<file path="src/rss_pkg.sv">
// Shared constants and controller/datapath interface types for the restart swap sorter.
package rss_pkg;

   localparam int DEPTH = 64;                 // elements kept per sequence
   localparam int AW    = $clog2(DEPTH);      // store address width
   localparam int CW    = $clog2(DEPTH + 1);  // count width, holds DEPTH itself
   localparam int VW    = 32;                 // Q16.16 sample width

   // Commands from controller to datapath.
   typedef struct packed {
      logic accept;      // take the input transaction into the store
      logic sort_init;   // i <= 1
      logic read_i;      // read store[i]
      logic take_v;      // v <= store[i], j <= i, read store[i-1]
      logic cmp_move;    // store[j] <= store[j-1], j--, read store[j-2]
      logic cmp_place;   // store[j] <= v, i++
      logic emit_init;   // k <= 0
      logic emit_read;   // read store[k], k++, present it next cycle
      logic clear_seq;   // sequence done: count and drop flag to zero
   } cmd_type;

   // Status from datapath to controller.
   typedef struct packed {
      logic i_done;      // outer index reached the element count
      logic gt;          // store[j-1] > v (signed)
      logic j_one;       // j == 1
      logic k_last;      // k addresses the last stored element
   } status_type;

endpackage

</file>
<file path="src/rss_ram.sv">
// Generic single-write, single-read RAM with registered read data.
module rss_ram #(
   parameter int WIDTH = 32,
   parameter int DEPTH = 64
) (
   input  logic                     clock,
   input  logic                     wr_en,
   input  logic [$clog2(DEPTH)-1:0] wr_addr,
   input  logic [WIDTH-1:0]         wr_data,
   input  logic                     rd_en,
   input  logic [$clog2(DEPTH)-1:0] rd_addr,
   output logic [WIDTH-1:0]         rd_data
);

   logic [WIDTH-1:0] mem_ff [DEPTH];
   logic [WIDTH-1:0] rd_data_ff;

   always_ff @(posedge clock) begin
      if (wr_en) begin
         mem_ff[wr_addr] <= wr_data;
      end
      if (rd_en) begin
         rd_data_ff <= mem_ff[rd_addr];
      end
   end

   assign rd_data = rd_data_ff;

endmodule

</file>
<file path="src/rss_datapath.sv">
// Datapath: element store, sort indexes, compare and result registers.
module rss_datapath import rss_pkg::*; (
   input  logic                 clock,
   input  logic                 reset,
   input  cmd_type              cmd,
   output status_type           status,
   input  logic signed [VW-1:0] req_sample_value,
   output logic                 rsp_strobe,
   output logic signed [VW-1:0] rsp_sorted_value,
   output logic                 rsp_final_result,
   output logic                 rsp_overflow_flag
);

   logic [CW-1:0]        count_ff, count_in;
   logic                 dropped_ff, dropped_in;
   logic [CW-1:0]        i_ff, i_in;
   logic [CW-1:0]        j_ff, j_in;
   logic [CW-1:0]        k_ff, k_in;
   logic signed [VW-1:0] v_ff, v_in;
   logic                 pending_ff, pending_in;
   logic                 last_ff, last_in;

   logic                 wr_en, rd_en;
   logic [AW-1:0]        wr_addr, rd_addr;
   logic [VW-1:0]        wr_data, rd_data;
   logic                 full;
   logic [CW-1:0]        i_m1, j_m1, j_m2;

   assign full = (count_ff == CW'(DEPTH));
   assign i_m1 = i_ff - CW'(1);
   assign j_m1 = j_ff - CW'(1);
   assign j_m2 = j_ff - CW'(2);

   // store ports
   always_comb begin
      wr_en   = 1'b0;
      wr_addr = count_ff[AW-1:0];
      wr_data = req_sample_value;
      if (cmd.accept && !full) begin
         wr_en = 1'b1;
      end else if (cmd.cmp_move) begin
         wr_en   = 1'b1;
         wr_addr = j_ff[AW-1:0];
         wr_data = rd_data;
      end else if (cmd.cmp_place) begin
         wr_en   = 1'b1;
         wr_addr = j_ff[AW-1:0];
         wr_data = v_ff;
      end

      rd_en   = cmd.read_i | cmd.take_v | cmd.cmp_move | cmd.emit_read;
      rd_addr = k_ff[AW-1:0];
      if (cmd.read_i) begin
         rd_addr = i_ff[AW-1:0];
      end else if (cmd.take_v) begin
         rd_addr = i_m1[AW-1:0];
      end else if (cmd.cmp_move) begin
         rd_addr = j_m2[AW-1:0];
      end
   end

   rss_ram #(.WIDTH(VW), .DEPTH(DEPTH)) u_store (
      .clock   (clock),
      .wr_en   (wr_en),
      .wr_addr (wr_addr),
      .wr_data (wr_data),
      .rd_en   (rd_en),
      .rd_addr (rd_addr),
      .rd_data (rd_data)
   );

   // next values
   always_comb begin
      count_in   = count_ff;
      dropped_in = dropped_ff;
      i_in       = i_ff;
      j_in       = j_ff;
      k_in       = k_ff;
      v_in       = v_ff;
      if (cmd.accept) begin
         if (full) begin
            dropped_in = 1'b1;
         end else begin
            count_in = count_ff + CW'(1);
         end
      end
      if (cmd.sort_init) i_in = CW'(1);
      if (cmd.take_v) begin
         v_in = $signed(rd_data);
         j_in = i_ff;
      end
      if (cmd.cmp_move)  j_in = j_m1;
      if (cmd.cmp_place) i_in = i_ff + CW'(1);
      if (cmd.emit_init) k_in = '0;
      if (cmd.emit_read) k_in = k_ff + CW'(1);
      if (cmd.clear_seq) begin
         count_in   = '0;
         dropped_in = 1'b0;
      end
      pending_in = cmd.emit_read;
      last_in    = cmd.emit_read && (k_ff == count_ff - CW'(1));
   end

   always_ff @(posedge clock) begin
      if (reset) begin
         count_ff   <= '0;
         dropped_ff <= 1'b0;
         pending_ff <= 1'b0;
         last_ff    <= 1'b0;
      end else begin
         count_ff   <= count_in;
         dropped_ff <= dropped_in;
         pending_ff <= pending_in;
         last_ff    <= last_in;
      end
      i_ff <= i_in;
      j_ff <= j_in;
      k_ff <= k_in;
      v_ff <= v_in;
   end

   assign status.i_done = (i_ff >= count_ff);
   assign status.gt     = ($signed(rd_data) > v_ff);
   assign status.j_one  = (j_ff == CW'(1));
   assign status.k_last = (k_ff == count_ff - CW'(1));

   assign rsp_strobe        = pending_ff;
   assign rsp_sorted_value  = $signed(rd_data);
   assign rsp_final_result  = last_ff;
   assign rsp_overflow_flag = dropped_ff;

endmodule

</file>
<file path="src/rss_controller.sv">
// Controller: sequences load, insertion sort passes and result emission.
module rss_controller import rss_pkg::*; (
   input  logic       clock,
   input  logic       reset,
   input  logic       start,
   input  logic       req_final_element,
   input  status_type status,
   output cmd_type    cmd,
   output logic       busy
);

   typedef enum logic [2:0] {
      S_LOAD,
      S_NEXT_I,
      S_TAKE_V,
      S_CMP,
      S_PLACE,
      S_EMIT,
      S_DRAIN
   } state_type;

   state_type state_ff, state_in;
   logic      busy_ff;

   always_comb begin
      cmd      = '0;
      state_in = state_ff;
      unique case (state_ff)
         S_LOAD: begin
            if (start) begin
               cmd.accept = 1'b1;
               if (req_final_element) begin
                  cmd.sort_init = 1'b1;
                  state_in      = S_NEXT_I;
               end
            end
         end
         S_NEXT_I: begin
            if (status.i_done) begin
               cmd.emit_init = 1'b1;
               state_in      = S_EMIT;
            end else begin
               cmd.read_i = 1'b1;
               state_in   = S_TAKE_V;
            end
         end
         S_TAKE_V: begin
            cmd.take_v = 1'b1;
            state_in   = S_CMP;
         end
         S_CMP: begin
            if (status.gt) begin
               cmd.cmp_move = 1'b1;
               if (status.j_one) state_in = S_PLACE;
            end else begin
               cmd.cmp_place = 1'b1;
               state_in      = S_NEXT_I;
            end
         end
         S_PLACE: begin
            cmd.cmp_place = 1'b1;
            state_in      = S_NEXT_I;
         end
         S_EMIT: begin
            cmd.emit_read = 1'b1;
            if (status.k_last) state_in = S_DRAIN;
         end
         S_DRAIN: begin
            cmd.clear_seq = 1'b1;
            state_in      = S_LOAD;
         end
         default: state_in = S_LOAD;
      endcase
   end

   always_ff @(posedge clock) begin
      if (reset) begin
         state_ff <= S_LOAD;
         busy_ff  <= 1'b0;
      end else begin
         state_ff <= state_in;
         busy_ff  <= (state_in != S_LOAD);
      end
   end

   assign busy = busy_ff;

endmodule

</file>
<file path="src/restart_swap_sorter_top.sv">
// Top level of the restart swap sorter: controller plus datapath.
//
//  channel  | handshake             | payload
//  ---------+-----------------------+----------------------------------------------
//  request  | start & !busy         | req_sample_value, req_final_element
//  response | rsp_strobe            | rsp_sorted_value, rsp_final_result,
//           |                       | rsp_overflow_flag
//
// Loading accepts one transaction per cycle; busy stays low between elements.
// After the transaction carrying the final mark, busy rises and the stored
// elements are insertion sorted in the single-port-write store: each outer
// step reads store[i] into v, shifts each larger element before it up one
// place, one element per cycle, and then writes v into the gap.
// Emission then puts out n results on consecutive cycles, the first in the
// cycle after its read, and busy falls right after the last one.
// Reset is synchronous, active high; it empties the sequence. Results cannot
// be stalled: each one is valid only in its strobe cycle.
module restart_swap_sorter_top import rss_pkg::*; (
   input  logic                 clock,
   input  logic                 reset,
   input  logic                 start,
   output logic                 busy,
   input  logic signed [VW-1:0] req_sample_value,
   input  logic                 req_final_element,
   output logic                 rsp_strobe,
   output logic signed [VW-1:0] rsp_sorted_value,
   output logic                 rsp_final_result,
   output logic                 rsp_overflow_flag
);

   cmd_type    cmd;     // per-cycle datapath commands
   status_type status;  // compare and index flags back to the controller

   rss_controller u_ctrl (
      .clock             (clock),
      .reset             (reset),
      .start             (start),
      .req_final_element (req_final_element),
      .status            (status),
      .cmd               (cmd),
      .busy              (busy)
   );

   // Store writes, sort indexes and the response registers live here.
   rss_datapath u_dp (
      .clock             (clock),
      .reset             (reset),
      .cmd               (cmd),
      .status            (status),
      .req_sample_value  (req_sample_value),
      .rsp_strobe        (rsp_strobe),
      .rsp_sorted_value  (rsp_sorted_value),
      .rsp_final_result  (rsp_final_result),
      .rsp_overflow_flag (rsp_overflow_flag)
   );

endmodule

</file>
<file path="config.mk">
export PLATFORM = sky130hd
export DESIGN_NAME = restart_swap_sorter_top
export DESIGN_NICKNAME = d
export VERILOG_FILES = /design/src/rss_pkg.sv /design/src/rss_ram.sv /design/src/rss_datapath.sv /design/src/rss_controller.sv /design/src/restart_swap_sorter_top.sv
export SDC_FILE = /design/constraint.sdc
export NUM_CORES = 2
export LEC_CHECK = 0
export BUFFER_PORTS_ARGS = -buffer_cell sky130_fd_sc_hd__buf_2
export CAP_MARGIN = 10
export CORE_ASPECT_RATIO = 1.25
export CORE_MARGIN = 3
export CORE_UTILIZATION = 41
export DETAILED_ROUTE_END_ITERATION = 8
export PLACE_DENSITY = 0.54
export SYNTH_ARGS = -nofsm -noshare
export SYNTH_HDL_FRONTEND = slang
export SYNTH_SLANG_ARGS = --single-unit
</file>
<file path="constraint.sdc">
create_clock -name clock -period 6.3 [get_ports clock]
set_clock_uncertainty 0.15 [all_clocks]
set_input_delay 1.26 -clock clock [delete_from_list [all_inputs] [get_ports clock]]
set_output_delay 1.26 -clock clock [all_outputs]
set_load 0.05 [all_outputs]
</file>
==> results.json <==
{
  "start_util": 0.414,
  "fin_crit_ps": 6190,
  "dieHeight_um": 514,
  "root_buffer": "clkbuf_16",
  "slew_viol_final": 0,
  "fin_area_um2": 97400,
  "end_kind": "register",
  "synth-main-ff-cell": "edfxtp_1",
  "design.portCount": 72,
  "crit_path_top_delay_cell": "edfxtp_1",
  "crit_required_ps": 6620,
  "grt_max_degree": 87,
  "hpwl_mm": 152,
  "multi_input_area_um2": 19300,
  "worstPathMaxFanout": 32,
  "ant_nets": 0,
  "cp-start-kind": "register",
  "antenna_found_initial": 10,
  "ctsHoldBuffers": 0,
  "die_w_um": 412,
  "grt-ovfl-total": 0,
  "ys_seq_area_frac": 0.760,
  "drtIter0Drc": 5930,
  "htreeDepth": 4,
  "nets": 5962,
  "num_vias": 51700,
  "via_per_inst": 5.90,
  "cts_tree": "done",
  "avgSynthCellArea_um2": 15.1,
  "maxCapViolCount": 0,
  "syn_inst": 5618,
  "ys_types": 71,
  "final_cell_mix": "2,133 x edfxtp_1, 1,053 x nand2_1, 430 x mux2i_1, 306 x nand3_1, 243 x buf_4",
  "finalPower_mw": 35.7,
  "finish.utilization": 0.477,
  "numClockSinks": 2147,
  "totalWireLength_mm": 263,
  "p_leak_nw": 32.5,
  "placed_cells": 8381,
  "insertion_delay_ps": 850,
  "power_switching_mw": 10.6,
  "min_period_over_period": 0.983,
  "clockBufferDepth": 3,
  "synth_seq_cells": 2147,
  "dieArea_um2": 212000,
  "path_common_cell": "nand4_1",
  "path_clk_slew_ps": 60,
  "setup_viol": 0,
  "peakVddDrop_mv": 0.310,
  "path_cells": "ha_1 > nand4_1 > nor4_2 > nand4_1 > and3_1 > o31a_2 > or2_1 > a221oi_2 > and2_4 > buf_4 > a221oi_1 > nor4_1 > and3_1 > nand4_1",
  "synth_area_um2": 84600,
  "layout-drive-gt1-share": 0.133,
  "drt-wirelength-per-cell_um": 30.0,
  "layout.cells.non_filler": 8765,
  "p_comb_frac": 0.202,
  "slew_headroom": 0.192,
  "post-route-drc-count": 0,
  "grt_pass1_vias": 48800,
  "grt_pass1_wl_mm": 370,
  "first_pass_iters": 6,
  "synth-warning-count": 0,
  "gp_congestion": 0.862,
  "switching_share": 0.296,
  "critPathArrivalTime_ps": 6520,
  "power.internal_mw": 25.1,
  "core_um2": 204000,
  "regArea_um2": 64300,
  "worst_pin_slew_ps": 1200,
  "hold_class": "reg -> reg",
  "placedInstanceArea_um2": 91100,
  "async_reset_ff_frac": 0,
  "fp-row-count": 185,
  "rsz0062_at_grt": "false",
  "max_freq_mhz": 161,
  "crit_type": "reg -> reg",
  "layout_commonest_cell": "edfxtp_1",
  "synth_fp_nets": 5702,
  "clkPwrFrac": 0.331,
  "filler_cell_count": 17500,
  "portBuffers": 71,
  "synth_edf_count": 2133,
  "status": "finished clean",
  "power_density_nw_per_um2": 366,
  "final_hold_viol_count": 0,
  "cts_made_buffers": 202,
  "syn2layout_area_growth_pct": 15.2,
  "cpPeakStageDelay_ps": 680,
  "p_seq_frac": 0.467,
  "grt_util_all_layers": 0.244
}
[cells by family after synthesis]
kind of cell               Yosys count  synth area share
adders and majority gates           48           0.00710
buffers and inverters              399            0.0217
and+or+nand+nor                   1824            0.0952
muxes                              430            0.0509
DFF                               2147             0.760
AOI/OAI and AO/OA                  736            0.0614
xor gates and xnor gates            34           0.00352
[final timing paths]
kind	startpoint	end	slack, ps	cells after the start
hold reg to reg	u_dp.rsp_overflow_flag$_SDFFE_PP0P_	u_dp.rsp_overflow_flag$_SDFFE_PP0P_	340	2
hold / removal	u_dp.rsp_overflow_flag$_SDFFE_PP0P_	u_dp.rsp_overflow_flag$_SDFFE_PP0P_	340	2
setup reg to reg	u_dp.u_store.rd_data[16]$_DFFE_PP_	u_dp.u_store.rd_data[24]$_DFFE_PP_	110	14
setup / recovery	u_dp.u_store.rd_data[16]$_DFFE_PP_	u_dp.u_store.rd_data[24]$_DFFE_PP_	110	14
[state kept, by name, indices dropped and copies added (netlist names)]
| register | count |
|---|---|
| u_dp.u_store.rd_data | 32 |
| u_dp.i_ff | 7 |
| u_dp.k_ff | 7 |
| u_dp.v_ff | 32 |
| u_ctrl.state_ff | 3 |
| u_dp.u_store.mem_ff | 2048 |
| u_dp.count_ff | 7 |
| u_dp.rsp_overflow_flag | 1 |
| u_ctrl.busy | 1 |
| u_dp.rsp_strobe | 1 |
| u_dp.rsp_final_result | 1 |
| u_dp.j_ff | 7 |
[timing repair]
item,in CTS,in global routing
setup endpoints to repair,2,1
pin swaps,0,0
cloned,1,0
buffers inserted,0,3
resized for setup,2,0
[critical path, delay by kind of cell, from the launching register on]
kind	cells	cell delay [ps]
AOI/OAI and AO/OA	3	730
adders and majority gates	1	420
buffers and inverters	1	420
DFF	1	680
and+or+nand+nor	9	3360
[per-layer routing]
metal | GRT usage | wire [µm]
met1 | 0.336 | 109000
met2 | 0.396 | 126000
met3 | 0.0451 | 20500
met4 | 0.0708 | 7570
met5 | 0 | 40
[metrics by stage]
stage	setup TNS (ps)	hold slack (ps)	setup WS (ps)
after detailed placement	-251	323	-191
after global placement	-241	303	-157
after global routing	0	355	19.7
after floorplan	0	379	221
final	0	336	105
after CTS	0	338	146
[Yosys cell counts (15+ instances only)]
master	count	area, µm²
edfxtp_1	2133	64100
nand2_1	1057	3970
mux2i_1	430	4300
nand3_1	308	1540
a21oi_1	222	1110
a221oi_1	188	1650
buf_2	179	896
nor2_1	165	619
nand4_1	136	851
clkbuf_1	121	454
a32oi_1	116	1020
o22ai_1	97	607
nor4_1	66	413
inv_1	52	195
ha_1	48	601
a31oi_1	34	213
o21ai_0	28	140
buf_4	25	188
and3_1	20	125
and4_1	20	175
xnor2_1	19	166
buf_1	18	67.6
xor2_1	15	131
[cell type report]
cell class | count | area share
clock inverter | 124 | 0.0104
timing repair buffer | 401 | 0.0402
multi-input combinational | 3073 | 0.198
inverter | 53 | 0.00204
tap | 2711 | 0.0348
clock buffer | 249 | 0.0541
antenna | 7 | 0.000180
sequential | 2147 | 0.660
[power groups by stage]
stage / clock network [mW] / logic, mW / registers [mW]
2_1_floorplan: 0 / 3.94 / 17.1
6_report: 11.8 / 7.22 / 16.7
5_1_grt: 12.5 / 7.68 / 16.7
3_3_place_gp: 0 / 7.11 / 17.0
3_5_place_dp: 0 / 7.17 / 17.0
4_1_cts: 12.0 / 7.20 / 16.7
Note: power is estimated with default switching activity, not from simulation.
